==> src/hw/rtl/zst_pkg.sv <==
package zst_pkg;

    localparam int MAX_ITEMS_DEF = 16;
    localparam int DATA_W        = 32;
    localparam int SUM_W         = DATA_W + 2;
    localparam int MAX_TRIPLETS  = 63;
    localparam int TRIP_CNT_W    = 6;

    typedef enum logic {
        ALU_SUB,
        ALU_ADD3
    } alu_op_t;

    typedef struct packed {
        logic neg;
        logic zero;
    } alu_flags_t;

endpackage

==> src/hw/rtl/zst_alu.sv <==
module zst_alu (
    input  zst_pkg::alu_op_t                   op,
    input  logic signed [zst_pkg::DATA_W-1:0]  a,
    input  logic signed [zst_pkg::DATA_W-1:0]  b,
    input  logic signed [zst_pkg::DATA_W-1:0]  c,
    output zst_pkg::alu_flags_t                flags
);
    import zst_pkg::*;

    logic signed [SUM_W-1:0] a_ext;
    logic signed [SUM_W-1:0] b_ext;
    logic signed [SUM_W-1:0] c_ext;
    logic signed [SUM_W-1:0] result;

    assign a_ext = SUM_W'(a);
    assign b_ext = SUM_W'(b);
    assign c_ext = SUM_W'(c);

    always_comb
    begin
        unique case (op)
            ALU_ADD3: result = a_ext + b_ext + c_ext;
            ALU_SUB:  result = a_ext - b_ext;
            default:  result = a_ext - b_ext;
        endcase
    end

    assign flags.neg  = result[SUM_W-1];
    assign flags.zero = (result == '0);

endmodule

==> src/hw/rtl/zero_sum_triplet_finder.sv <==
// Load: one item per cycle while busy is low; a plain item gives no result.
// Run (after the item marked last, n stored): a selection sort of the store, then a
//   two-pointer search per anchor that skips equal anchors and equal neighbours after
//   each triplet, then the end item; with n below 3 only the end item is given.
// The run is paced by the store's one write port and two registered read ports.
// rst_n is asynchronous; it clears the sequencer, counters and result strobe.
module zero_sum_triplet_finder #(
    parameter int MAX_ITEMS = zst_pkg::MAX_ITEMS_DEF
) (
    input  logic                               clk,
    input  logic                               rst_n,
    input  logic                               start,
    output logic                               busy,
    input  logic signed [zst_pkg::DATA_W-1:0]  value,
    input  logic                               last_value,
    output logic                               strobe,
    output logic signed [zst_pkg::DATA_W-1:0]  first,
    output logic signed [zst_pkg::DATA_W-1:0]  second,
    output logic signed [zst_pkg::DATA_W-1:0]  third,
    output logic                               is_triplet,
    output logic                               none_found,
    output logic                               dropped,
    output logic                               last
);
    import zst_pkg::*;

    localparam int AW    = (MAX_ITEMS > 1) ? $clog2(MAX_ITEMS) : 1;
    localparam int DEPTH = 1 << AW;
    localparam int CW    = $clog2(MAX_ITEMS + 1);
    localparam int XW    = CW + 2;

    localparam logic [3:0] ST_IDLE       = 4'd0;
    localparam logic [3:0] ST_SORT_INIT  = 4'd1;
    localparam logic [3:0] ST_SORT_FIRST = 4'd2;
    localparam logic [3:0] ST_SORT_SCAN  = 4'd3;
    localparam logic [3:0] ST_SWAP1      = 4'd4;
    localparam logic [3:0] ST_SWAP2      = 4'd5;
    localparam logic [3:0] ST_ANCH       = 4'd6;
    localparam logic [3:0] ST_ANCH2      = 4'd7;
    localparam logic [3:0] ST_PAIR_RD    = 4'd8;
    localparam logic [3:0] ST_EVAL       = 4'd9;
    localparam logic [3:0] ST_SKL_RD     = 4'd10;
    localparam logic [3:0] ST_SKL_CMP    = 4'd11;
    localparam logic [3:0] ST_SKH_RD     = 4'd12;
    localparam logic [3:0] ST_SKH_CMP    = 4'd13;
    localparam logic [3:0] ST_STEP       = 4'd14;
    localparam logic [3:0] ST_END        = 4'd15;

    logic signed [DATA_W-1:0] store [0:DEPTH-1];

    logic [3:0]            state_reg, state_next;
    logic [CW-1:0]         count_reg, count_next;
    logic                  ovf_reg, ovf_next;
    logic                  found_reg, found_next;
    logic [TRIP_CNT_W-1:0] trip_cnt_reg, trip_cnt_next;
    logic [CW-1:0]         i_reg, i_next;
    logic [CW-1:0]         j_reg, j_next;
    logic [CW-1:0]         m_reg, m_next;
    logic [CW-1:0]         lo_reg, lo_next;
    logic [CW-1:0]         hi_reg, hi_next;
    logic signed [DATA_W-1:0] ival_reg, ival_next;
    logic signed [DATA_W-1:0] mval_reg, mval_next;
    logic signed [DATA_W-1:0] aval_reg, aval_next;
    logic signed [DATA_W-1:0] prev_reg, prev_next;
    logic signed [DATA_W-1:0] lval_reg, lval_next;
    logic signed [DATA_W-1:0] hval_reg, hval_next;
    logic signed [DATA_W-1:0] rd_a_reg, rd_b_reg;

    logic                  strobe_reg, strobe_next;
    logic signed [DATA_W-1:0] first_reg, first_next;
    logic signed [DATA_W-1:0] second_reg, second_next;
    logic signed [DATA_W-1:0] third_reg, third_next;
    logic                  trip_reg, trip_next;
    logic                  none_reg, none_next;
    logic                  drop_reg, drop_next;
    logic                  last_reg, last_next;

    logic                  we;
    logic [AW-1:0]         waddr;
    logic signed [DATA_W-1:0] wdata;
    logic [AW-1:0]         raddr_a, raddr_b;

    alu_op_t               alu_op;
    logic signed [DATA_W-1:0] alu_a, alu_b, alu_c;
    alu_flags_t            alu_flags;

    logic [XW-1:0]         n_x, i_x, j_x, lo_x, hi_x;
    logic [CW-1:0]         cnt_new;
    logic                  more_anchor;

    zst_alu u_alu (
        .op    (alu_op),
        .a     (alu_a),
        .b     (alu_b),
        .c     (alu_c),
        .flags (alu_flags)
    );

    assign n_x  = XW'(count_reg);
    assign i_x  = XW'(i_reg);
    assign j_x  = XW'(j_reg);
    assign lo_x = XW'(lo_reg);
    assign hi_x = XW'(hi_reg);
    assign more_anchor = (i_x + XW'(3)) < n_x;
    assign cnt_new = (count_reg < CW'(MAX_ITEMS)) ? count_reg + CW'(1) : count_reg;

    always_ff @(posedge clk)
    begin
        if (we)
        begin
            store[waddr] <= wdata;
        end
        rd_a_reg <= store[raddr_a];
        rd_b_reg <= store[raddr_b];
    end

    always_comb
    begin
        state_next    = state_reg;
        count_next    = count_reg;
        ovf_next      = ovf_reg;
        found_next    = found_reg;
        trip_cnt_next = trip_cnt_reg;
        i_next        = i_reg;
        j_next        = j_reg;
        m_next        = m_reg;
        lo_next       = lo_reg;
        hi_next       = hi_reg;
        ival_next     = ival_reg;
        mval_next     = mval_reg;
        aval_next     = aval_reg;
        prev_next     = prev_reg;
        lval_next     = lval_reg;
        hval_next     = hval_reg;
        strobe_next   = 1'b0;
        first_next    = first_reg;
        second_next   = second_reg;
        third_next    = third_reg;
        trip_next     = trip_reg;
        none_next     = none_reg;
        drop_next     = drop_reg;
        last_next     = last_reg;
        we            = 1'b0;
        waddr         = i_reg[AW-1:0];
        wdata         = value;
        raddr_a       = i_reg[AW-1:0];
        raddr_b       = hi_reg[AW-1:0];
        alu_op        = ALU_SUB;
        alu_a         = rd_a_reg;
        alu_b         = mval_reg;
        alu_c         = '0;

        unique case (state_reg)
            ST_IDLE:
            begin
                if (start)
                begin
                    if (count_reg < CW'(MAX_ITEMS))
                    begin
                        we         = 1'b1;
                        waddr      = count_reg[AW-1:0];
                        wdata      = value;
                        count_next = cnt_new;
                    end
                    else
                    begin
                        ovf_next = 1'b1;
                    end
                    if (last_value)
                    begin
                        i_next = '0;
                        if (XW'(cnt_new) >= XW'(3))
                        begin
                            state_next = ST_SORT_INIT;
                        end
                        else
                        begin
                            state_next = ST_END;
                        end
                    end
                end
            end
            ST_SORT_INIT:
            begin
                raddr_a    = i_reg[AW-1:0];
                state_next = ST_SORT_FIRST;
            end
            ST_SORT_FIRST:
            begin
                ival_next  = rd_a_reg;
                mval_next  = rd_a_reg;
                m_next     = i_reg;
                j_next     = i_reg + CW'(1);
                raddr_a    = j_next[AW-1:0];
                state_next = ST_SORT_SCAN;
            end
            ST_SORT_SCAN:
            begin
                alu_op = ALU_SUB;
                alu_a  = rd_a_reg;
                alu_b  = mval_reg;
                if (alu_flags.neg)
                begin
                    m_next    = j_reg;
                    mval_next = rd_a_reg;
                end
                j_next  = j_reg + CW'(1);
                raddr_a = j_next[AW-1:0];
                if ((j_x + XW'(1)) >= n_x)
                begin
                    state_next = ST_SWAP1;
                end
            end
            ST_SWAP1:
            begin
                we         = 1'b1;
                waddr      = i_reg[AW-1:0];
                wdata      = mval_reg;
                state_next = ST_SWAP2;
            end
            ST_SWAP2:
            begin
                we    = 1'b1;
                waddr = m_reg[AW-1:0];
                wdata = ival_reg;
                if ((i_x + XW'(2)) < n_x)
                begin
                    i_next     = i_reg + CW'(1);
                    state_next = ST_SORT_INIT;
                end
                else
                begin
                    i_next     = '0;
                    state_next = ST_ANCH;
                end
            end
            ST_ANCH:
            begin
                raddr_a    = i_reg[AW-1:0];
                state_next = ST_ANCH2;
            end
            ST_ANCH2:
            begin
                alu_op    = ALU_SUB;
                alu_a     = rd_a_reg;
                alu_b     = prev_reg;
                prev_next = rd_a_reg;
                if ((i_reg != '0) && alu_flags.zero)
                begin
                    i_next     = i_reg + CW'(1);
                    state_next = more_anchor ? ST_ANCH : ST_END;
                end
                else
                begin
                    aval_next  = rd_a_reg;
                    lo_next    = i_reg + CW'(1);
                    hi_next    = count_reg - CW'(1);
                    state_next = ST_PAIR_RD;
                end
            end
            ST_PAIR_RD:
            begin
                raddr_a    = lo_reg[AW-1:0];
                raddr_b    = hi_reg[AW-1:0];
                state_next = ST_EVAL;
            end
            ST_EVAL:
            begin
                alu_op = ALU_ADD3;
                alu_a  = aval_reg;
                alu_b  = rd_a_reg;
                alu_c  = rd_b_reg;
                if (alu_flags.zero)
                begin
                    strobe_next   = 1'b1;
                    first_next    = aval_reg;
                    second_next   = rd_a_reg;
                    third_next    = rd_b_reg;
                    trip_next     = 1'b1;
                    none_next     = 1'b0;
                    drop_next     = 1'b0;
                    last_next     = 1'b0;
                    found_next    = 1'b1;
                    trip_cnt_next = trip_cnt_reg + TRIP_CNT_W'(1);
                    lval_next     = rd_a_reg;
                    hval_next     = rd_b_reg;
                    if (trip_cnt_reg == TRIP_CNT_W'(MAX_TRIPLETS - 1))
                    begin
                        state_next = ST_END;
                    end
                    else
                    begin
                        state_next = ST_SKL_RD;
                    end
                end
                else if (alu_flags.neg)
                begin
                    lo_next = lo_reg + CW'(1);
                    if ((lo_x + XW'(1)) < hi_x)
                    begin
                        state_next = ST_PAIR_RD;
                    end
                    else
                    begin
                        i_next     = i_reg + CW'(1);
                        state_next = more_anchor ? ST_ANCH : ST_END;
                    end
                end
                else
                begin
                    hi_next = hi_reg - CW'(1);
                    if ((lo_x + XW'(1)) < hi_x)
                    begin
                        state_next = ST_PAIR_RD;
                    end
                    else
                    begin
                        i_next     = i_reg + CW'(1);
                        state_next = more_anchor ? ST_ANCH : ST_END;
                    end
                end
            end
            ST_SKL_RD:
            begin
                raddr_a = lo_next[AW-1:0] + AW'(1);
                if (lo_reg < hi_reg)
                begin
                    state_next = ST_SKL_CMP;
                end
                else
                begin
                    state_next = ST_SKH_RD;
                end
            end
            ST_SKL_CMP:
            begin
                alu_op = ALU_SUB;
                alu_a  = rd_a_reg;
                alu_b  = lval_reg;
                if (alu_flags.zero)
                begin
                    lo_next    = lo_reg + CW'(1);
                    state_next = ST_SKL_RD;
                end
                else
                begin
                    state_next = ST_SKH_RD;
                end
            end
            ST_SKH_RD:
            begin
                raddr_b = hi_reg[AW-1:0] - AW'(1);
                if (lo_reg < hi_reg)
                begin
                    state_next = ST_SKH_CMP;
                end
                else
                begin
                    state_next = ST_STEP;
                end
            end
            ST_SKH_CMP:
            begin
                alu_op = ALU_SUB;
                alu_a  = rd_b_reg;
                alu_b  = hval_reg;
                if (alu_flags.zero)
                begin
                    hi_next    = hi_reg - CW'(1);
                    state_next = ST_SKH_RD;
                end
                else
                begin
                    state_next = ST_STEP;
                end
            end
            ST_STEP:
            begin
                lo_next = lo_reg + CW'(1);
                hi_next = hi_reg - CW'(1);
                if ((lo_x + XW'(2)) < hi_x)
                begin
                    state_next = ST_PAIR_RD;
                end
                else
                begin
                    i_next     = i_reg + CW'(1);
                    state_next = more_anchor ? ST_ANCH : ST_END;
                end
            end
            ST_END:
            begin
                strobe_next   = 1'b1;
                first_next    = '0;
                second_next   = '0;
                third_next    = '0;
                trip_next     = 1'b0;
                none_next     = ~found_reg;
                drop_next     = ovf_reg;
                last_next     = 1'b1;
                count_next    = '0;
                ovf_next      = 1'b0;
                found_next    = 1'b0;
                trip_cnt_next = '0;
                state_next    = ST_IDLE;
            end
            default:
            begin
                state_next = ST_IDLE;
            end
        endcase
    end

    always_ff @(posedge clk or negedge rst_n)
    begin
        if (!rst_n)
        begin
            state_reg    <= ST_IDLE;
            count_reg    <= '0;
            ovf_reg      <= 1'b0;
            found_reg    <= 1'b0;
            trip_cnt_reg <= '0;
            strobe_reg   <= 1'b0;
        end
        else
        begin
            state_reg    <= state_next;
            count_reg    <= count_next;
            ovf_reg      <= ovf_next;
            found_reg    <= found_next;
            trip_cnt_reg <= trip_cnt_next;
            strobe_reg   <= strobe_next;
        end
    end

    always_ff @(posedge clk)
    begin
        i_reg      <= i_next;
        j_reg      <= j_next;
        m_reg      <= m_next;
        lo_reg     <= lo_next;
        hi_reg     <= hi_next;
        ival_reg   <= ival_next;
        mval_reg   <= mval_next;
        aval_reg   <= aval_next;
        prev_reg   <= prev_next;
        lval_reg   <= lval_next;
        hval_reg   <= hval_next;
        first_reg  <= first_next;
        second_reg <= second_next;
        third_reg  <= third_next;
        trip_reg   <= trip_next;
        none_reg   <= none_next;
        drop_reg   <= drop_next;
        last_reg   <= last_next;
    end

    assign busy       = (state_reg != ST_IDLE);
    assign strobe     = strobe_reg;
    assign first      = first_reg;
    assign second     = second_reg;
    assign third      = third_reg;
    assign is_triplet = trip_reg;
    assign none_found = none_reg;
    assign dropped    = drop_reg;
    assign last       = last_reg;

endmodule

==> config.mk <==
export PLATFORM = sky130hd
export DESIGN_NAME = zero_sum_triplet_finder
export DESIGN_NICKNAME = d
export VERILOG_FILES = /design/src/hw/rtl/zst_pkg.sv /design/src/hw/rtl/zst_alu.sv /design/src/hw/rtl/zero_sum_triplet_finder.sv
export SDC_FILE = /design/constraint.sdc
export NUM_CORES = 2
export LEC_CHECK = 0
export BUFFER_PORTS_ARGS = -buffer_cell sky130_fd_sc_hd__buf_2
export CORE_ASPECT_RATIO = 1.5
export CORE_UTILIZATION = 45
export CTS_BUF_LIST = sky130_fd_sc_hd__clkbuf_8
export CTS_CLUSTER_DIAMETER = 50
export DETAILED_ROUTE_END_ITERATION = 6
export PLACE_DENSITY = 0.63
export SYNTH_ARGS = -nofsm -noshare
export SYNTH_HDL_FRONTEND = slang
export SYNTH_SLANG_ARGS = --single-unit
==> constraint.sdc <==
create_clock -name clk -period 15 [get_ports clk]
set_input_delay 4.5 -clock clk [delete_from_list [all_inputs] [get_ports clk]]
set_output_delay 4.5 -clock clk [all_outputs]
set_load 0.01 [all_outputs]
==> impl_metrics.env <==
export IMPL_outcome="finished with violations"
export IMPL_violations="design-rule violations"
export IMPL_die_h_um=394
export IMPL_ys_top_cells_by_area="edfxtp_1 (54%), mux4_2 (7.8%), ha_1 (3.6%), and2_1 (3.3%), nand2_1 (3.1%)"
export IMPL_grt_max_degree=199
export IMPL_cts_tree="built"
export IMPL_r2r_end="second[18]"
export IMPL_cts_buffer_depth=3
export IMPL_grt_pass1_wl_mm=196
export IMPL_clock_sinks=910
export IMPL_cts_buffers=134
export IMPL_final_common_cell="edfxtp_1"
export IMPL_cap_violations=0
export IMPL_antenna_found_initial=4
export IMPL_relSlewSlack=0.187
export IMPL_setup_viol_count_final=0
export IMPL_cts_htree_levels=4
export IMPL_finalCritPeriodShare=0.638
export IMPL_whs_endpoint="ovf_reg"
export IMPL_num_rows=143
export IMPL_ys_seq_elements=910
export IMPL_cts_resized=0
export IMPL_synth_edf_count=828
export IMPL_fin_crit_ns=9.57
export IMPL_fin_skew_ns=0.0361
export IMPL_regMostFlops="store"
export IMPL_n_fill_cell=8792
export IMPL_final_cells=5210
export IMPL_wl_per_cell_um=25.6
export IMPL_path_clk_slew_ns=0.08
export IMPL_netlist_instances=3704
export IMPL_fin_setup_tns_ns=0
export IMPL_coreArea_um2=101000
export IMPL_post_cts_buffers=0
export IMPL_ys_dominant_reg_cell="edfxtp_1"
export IMPL_dp_slack_ns=5.47
export IMPL_largest_register_ff_count=512
export IMPL_placed_cells=4962
export IMPL_numPortBuffers=137
export IMPL_reg2reg_from="state_reg[1]"
export IMPL_drtIter0Drc=3283
export IMPL_dp_hpwl_mm=85.7
export IMPL_postSynthAreaPerCell_um2=12.5
export IMPL_clk_latency_ns=0.83
export IMPL_initial_core_util=0.455
export IMPL_timing_final_ws_setup_ns=5.43
export IMPL_yosys_warnings=0
export IMPL_crit_slowest_cell="dfrtp_1"
export IMPL_num_vias=31600
export IMPL_crit_type="reg -> reg"
export IMPL_firstDrtPassIters=7
export IMPL_hold_class="reg -> reg"
export IMPL_cp_common_cell="buf_4"
export IMPL_grt_pass1_vias=31300
export IMPL_drt_total_wl_mm=134
export IMPL_final_hold_viol_count=0
export IMPL_layout_common_cells="edfxtp_1 (828), nand2_1 (379), inv_1 (259)"
export IMPL_crit_path_end_kind="flop"
export IMPL_worst_pin_slew_ns=1.21
export IMPL_die_x_um=264
export IMPL_rsz0062_at_grt="no"
export IMPL_place_area_um2=48300
export IMPL_ios=138
export IMPL_antenna_left=0
export IMPL_r2r_cells=23
export IMPL_grt_overflow_total=0
export IMPL_synthArstFlopShare=0.0198
export IMPL_hold_start="ovf_reg"
export IMPL_cp_cell_sequence="nand2_1 -> nor2_4 -> or3_2 -> buf_4 -> nand3_1 -> o21a_1 -> inv_1 -> fa_1 -> inv_1 -> ha_1 -> fa_1 -> a21o_1 -> a221oi_2 -> o31ai_1 -> nand2_1 -> a2111oi_0 -> buf_4 -> o41ai_1 -> a22oi_1 -> o211a_1 -> o2111a_4 -> or2_4 -> buf_4"
export IMPL_vias_per_cell=6.06
export IMPL_cp_max_fo=64
export IMPL_yosys_area_top_type_share=0.538
export IMPL_crit_required_ns=15.44
export IMPL_max_stage_delay_ns=0.87
export IMPL_timing_fmax_ghz=0.104
export IMPL_crit_arrival_ns=10.01
export IMPL_gr_usage_all_layers=0.254
export IMPL_min_path_cells=2
export IMPL_place_gp_congestion=0.993
export IMPL_root_buffer="clkbuf_8"
export IMPL_synth_seq_area_share=0.576
export IMPL_drive_gt1_frac=0.154
export IMPL_synth_distinct_cells=84
export IMPL_drc=1
export IMPL_synthesis_area_um2=46200
export IMPL_postCtsHoldBufs=0
export IMPL_final_nets=3997
export IMPL_area_delta_synth_final_pct=10.6
export IMPL_reg2reg_slack_ns=5.43
export IMPL_die_area_um2=104000
export IMPL_syn_num_nets=3908
export IMPL_critical_path_startpoint_type="flop"
export IMPL_synth_largest_area_cell="edfxtp_1"
export IMPL_maxSlewViolCount=0
export IMPL_finalInstanceArea_um2=51100
## worst max-delay path, delay by kind of cell (launching register included)
kind,cells,cell delay (ns)
fa+ha+maj,3,0.88
compound gates,9,3.28
flops,1,0.87
simple gates,6,2.31
buf+inv,5,1.63
## cells in the mapped netlist (59+ instances only)
master and instances:
a211oi_1 178, a21oi_1 165, a22oi_1 72, a311oi_1 67, a31oi_1 80, and2_1 240
clkbuf_1 207, dfxtp_1 64, edfxtp_1 828, ha_1 134, inv_1 210, mux4_2 160
nand2_1 379, nand3_1 69, nor2_1 205, nor3_1 59, o21ai_0 76
## kinds of logic (layout without fill, tap and decap cells)
kind of cell,count (synthesis),in the layout,share of synthesized area
muxes,175,175,0.0813
AOI/OAI and AO/OA,839,839,0.127
adders and majority gates,169,169,0.0513
DFF,910,910,0.576
buffers and inverters,450,648,0.0372
and+or+nand+nor,1107,1107,0.117
other,0,3,0
xor gates and xnor gates,54,54,0.0102
## routing by layer
| metal | GRT usage | part of all wire |
|---|---|---|
| met5 | 0 | 0 |
| met4 | 0.113 | 0.043 |
| met1 | 0.313 | 0.39 |
| met2 | 0.443 | 0.50 |
| met3 | 0.0358 | 0.066 |
## worst max path at each step
stage / start / endpoint / cells past startpoint
final: state_reg[1] / second[18] / 23
after global routing: state_reg[1] / second[18] / 23
after CTS: state_reg[1] / second[13] / 21
after detailed placement: state_reg[1] / second[17] / 21
after global placement: state_reg[1] / second[16] / 21
after floorplan: state_reg[2] / m_reg[0] / 21
## cell type report
class	instances	area [µm²]	area share
flip-flops and latches	910	26600	0.521
well taps	1305	1630	0.0320
inverters	210	788	0.0154
diodes	3	7.51	0.000147
multi-input cells	2344	18200	0.355
clock inverters	90	626	0.0122
repair buffers	193	1140	0.0224
clock buffers	155	2130	0.0418
## per-stage QoR
step | util | hold WS (ns)
2_1_floorplan | - | 0.436
3_3_place_gp | 0.476 | 0.509
3_5_place_dp | 0.476 | 0.493
4_1_cts | 0.503 | 0.513
5_1_grt | 0.504 | 0.535
6_report | 0.504 | 0.510
Power is left out: the tool's default activity adds up to more than one toggle a clock period on the data nets, which glitch-free logic cannot reach.
